## src/design/msrpd_pkg.sv

```systemverilog
// Shared constants for the residue pair distance score block: field widths,
// request and status codes, register indexes and reset values.
// No dependencies.
`default_nettype none

package msrpd_pkg;

    localparam int REQ_W      = 3;
    localparam int ROW_W      = 4;
    localparam int COLUMN_W   = 10;
    localparam int DIST_W     = 24;
    localparam int SCORE_W    = 28;
    localparam int STATUS_W   = 2;
    localparam int CFG_IDX_W  = 2;
    localparam int CFG_DATA_W = 11;
    localparam int NSEQ_W     = 5;
    localparam int NCOL_W     = 11;

    typedef logic [REQ_W-1:0]    req_t;
    typedef logic [STATUS_W-1:0] status_t;
    typedef logic [SCORE_W-1:0]  score_t;

    localparam req_t REQ_LOAD_BASE = 3'd0;
    localparam req_t REQ_LOAD_TEST = 3'd1;
    localparam req_t REQ_LOAD_DIST = 3'd2;
    localparam req_t REQ_COMPUTE   = 3'd3;
    localparam req_t REQ_READ      = 3'd4;

    localparam status_t STATUS_OK    = 2'd0;
    localparam status_t STATUS_SCORE = 2'd1;
    localparam status_t STATUS_RANGE = 2'd2;

    localparam logic [CFG_IDX_W-1:0] REG_NUM_SEQS  = 2'd0;
    localparam logic [CFG_IDX_W-1:0] REG_BASE_COLS = 2'd1;
    localparam logic [CFG_IDX_W-1:0] REG_TEST_COLS = 2'd2;

    localparam logic [NSEQ_W-1:0] NUM_SEQS_RST = 5'd16;
    localparam logic [NCOL_W-1:0] COLS_RST     = 11'd1024;

    localparam score_t SCORE_MAX = '1;

endpackage

`default_nettype wire

```

## src/design/msrpd_ram.sv

```systemverilog
// Simple dual port synchronous RAM: one write port, one read port with a
// registered read. Uses msrpd_pkg for nothing but style.
`default_nettype none

module msrpd_ram
    import msrpd_pkg::*;
#(
    parameter int WIDTH  = 8,
    parameter int ADDR_W = 4
)
(
    input  wire logic              clk,
    input  wire logic              we,
    input  wire logic [ADDR_W-1:0] waddr,
    input  wire logic [WIDTH-1:0]  wdata,
    input  wire logic [ADDR_W-1:0] raddr,
    output logic      [WIDTH-1:0]  rdata
);

    localparam int DEPTH = 1 << ADDR_W;

    logic [WIDTH-1:0] mem [DEPTH];

    // write port
    always_ff @(posedge clk)
    begin
        if (we)
        begin
            mem[waddr] <= wdata;
        end
    end

    // registered read port
    always_ff @(posedge clk)
    begin
        rdata <= mem[raddr];
    end

endmodule

`default_nettype wire

```

## config.mk

```make
export PLATFORM = sky130hd
export DESIGN_NAME = msrpd_ram
export DESIGN_NICKNAME = d
export VERILOG_FILES = /design/src/design/msrpd_pkg.sv /design/src/design/msrpd_ram.sv
export SDC_FILE = /design/constraint.sdc
export NUM_CORES = 1
export LEC_CHECK = 0
export BUFFER_PORTS_ARGS = -buffer_cell sky130_fd_sc_hd__buf_2
export CORE_AREA = 5 5 99 101
export DETAILED_ROUTE_END_ITERATION = 6
export DIE_AREA = 0 0 104 106
export PLACE_DENSITY = 0.77
export SYNTH_ARGS = -nofsm -noshare
export SYNTH_HDL_FRONTEND = slang
export SYNTH_SLANG_ARGS = --single-unit
```

## constraint.sdc

```tcl
create_clock -name clk -period 2.1 [get_ports clk]
set_input_delay 0.21 -clock clk [delete_from_list [all_inputs] [get_ports clk]]
set_output_delay 0.21 -clock clk [all_outputs]
set_load 0.01 [all_outputs]
```

==> out/summary.txt <==
VDD IR max: 0.615 mV
share of total power in the clock network: 47.1%
Max Cap Violations: 0
NetSw: 1.25 mW
Slew HR: 71.4%
Worst-Margin Slew: 429 ps
Sw Ratio: 19.8%
core area: 0.00893 mm²
crit path kind: flip-flop to flip-flop
Ports: 26
max-slew violations: 0
HP Start: wdata[1]
FF-to-FF Start: mem[11][7]
Cells after Synth: 229
Nets: 301
ys flop type: edfxtp_1
Iteration-0 DRC Markers: 226
global-route wire length before repair: 15600 µm
share of cells above drive strength 1: 31.4%
number of buffers inserted by port buffering: 25
residual DRC count: 0
Comb power frac: 4.5%
worst hold endpoint: mem[12][1]
Final HPWL DP: 6040 µm
R2R setup slack: 710 ps
outcome: finished clean
Clock transition at path regs: 60 ps
DRT Pass-1 Iters: 4
number of synthesized flops with an enable pin: 128
CTS sink cnt: 136
vias in the first global route: 2579
Required @ worst endpoint: 2480 ps
worst r2r dst: rdata[7]
Post-synth top cells: edfxtp_1, mux4_2, a22oi_1
Skew-Pair Late Insertion Delay: 520 ps
synthesized flop and latch total: 136
final hold viol count: 0
CTS tree: yes
largest net degree at the start of global routing: 33
critical path arrival: 1770 ps
Mapped Area: 0.00515 mm²
Inserted Clock Buffers: 17
Tcrit/Tclk final: 66.0%
Synth Warn #: 0
antenna violations before repair: 0
asr flop ratio synth: 0%
final setup fails: 0
CTS root buf: clkbuf_8
die width: 104 µm
antenna viol nets, final: 0
Worst Setup End Kind: flip-flop
setup tns final: 0 ps
leading area contributor after synthesis: edfxtp_1
final worst path period need: 1390 ps
internal power: 5.07 mW
syn avg cell area: 22.5 µm²
Hold-fix buffers, CTS: 0
Reg2Reg Depth: 3
startpoint class of the critical path: flip-flop
antenna cell count: 0
PwrDens: 1040 mW/mm²
Min Hold Slack: 70.4 ps
clock skew: 6.06 ps
Seq pwr share: 48.3%
Layout area overhead: 18.5%
drt via density: 6.11
DR WL/cell: 25.0 µm
GRT Total Usage: 19.9%
most numerous cell in the Yosys netlist: edfxtp_1
HP Class: input port to flip-flop
row cnt: 35
Die Ht: 106 µm
post-synth cell types: 19
DR vias: 2486
post-synth top area share: 74.7%
CTS H-tree lvls: 4
Mapped Nets: 247
critical path fanouts, max: 1
synth top area cells: edfxtp_1, mux4_2, mux4_1
sequential element share of the synthesized area: 77.8%
gr ovfl total: 0
Starting Density: 57.6%
Hold Path Depth: 1
post_cts resized: 0
leakage: 2.10 nW
CTS Buffer Depth: 2
DIE AREA: 0.0110 mm²
routability cong.: 0.789
unrepaired setup endpoints after global routing: no
FMAX: 721 MHz
Post-CTS Setup Bufs: 0
Routed WL: 10200 µm
[through the flow]
step | setup slack, ps | cell area [µm²] | cells | power, mW | util (%)
floorplan | 397 | 5150 | 229 | 3.27 | -
global placement | 402 | 5500 | 375 | 3.39 | 61.6
detailed placement | 371 | 5500 | 375 | 3.40 | 61.6
CTS | 704 | 6100 | 407 | 6.36 | 68.3
global route | 636 | 6100 | 407 | 6.53 | 68.3
finish | 714 | 6100 | 407 | 6.32 | 68.3
[sequential cells by signal, indices dropped and copies added (netlist names)]
| name | flops |
|---|---|
| mem | 128 |
| rdata | 8 |
[final cells by class]
type / instances / area, µm²
Clock buffer: 18 / 418
Sequential cell: 136 / 4000
Fill cell: 554 / 2830
Tap cell: 111 / 139
Timing Repair Buffer: 45 / 300
Multi-Input combinational cell: 83 / 1060
Clock inverter: 14 / 181
[per-layer routing]
metal	wire length (µm)	global-route usage (%)	vias up
met5	0	0	-
met4	204	8.14	0
met3	890	6.07	19
met2	5150	31.3	124
met1	3920	26.1	1261
li1	-	-	1082
[power groups by stage]
stage	logic [mW]	registers, mW	clock network, mW
6_report	0.286	3.06	2.98
5_1_grt	0.310	3.06	3.16
4_1_cts	0.290	3.06	3.01
3_5_place_dp	0.284	3.11	0
3_3_place_gp	0.277	3.11	0
2_1_floorplan	0.154	3.11	0
[kinds of logic after synthesis]
group           count (synthesis)  synth area share [%]
mux                            32                  15.0
buf+inv                        10                  1.68
flops                         136                  77.8
compound gates                 16                  2.33
simple gates                   35                  3.18
[how the worst max path moves through the flow]
stage,slack (ps),cells after the start,from,endpoint
2_1_floorplan,400,2,waddr[2],mem[0][0]
3_3_place_gp,400,5,raddr[0],rdata[7]
3_5_place_dp,370,5,raddr[0],rdata[7]
4_1_cts,700,3,mem[8][7],rdata[7]
5_1_grt,640,3,mem[11][7],rdata[7]
6_report,710,3,mem[11][7],rdata[7]
[layout by cell type (no fill, tap or decap), types with 2 or more instances in the layout]
master,instances
nand3b_1,2
buf_4,18
buf_2,25
a22oi_1,16
edfxtp_1,128
clkinv_4,3
clkbuf_16,16
mux4_1,14
nor3_1,4
nor2_1,13
nand2_1,9
clkinv_2,4
bufinv_16,4
buf_12,2
mux4_2,18
clkinv_1,2
nand2b_1,2
dfxtp_1,8
[critical path, cell delays in order (launching register included)]
cell and delay [ps]:
edfxtp_1 350, mux4_2 470, a22oi_1 320, nand2_1 110
Power figures use the tool's default switching activity.
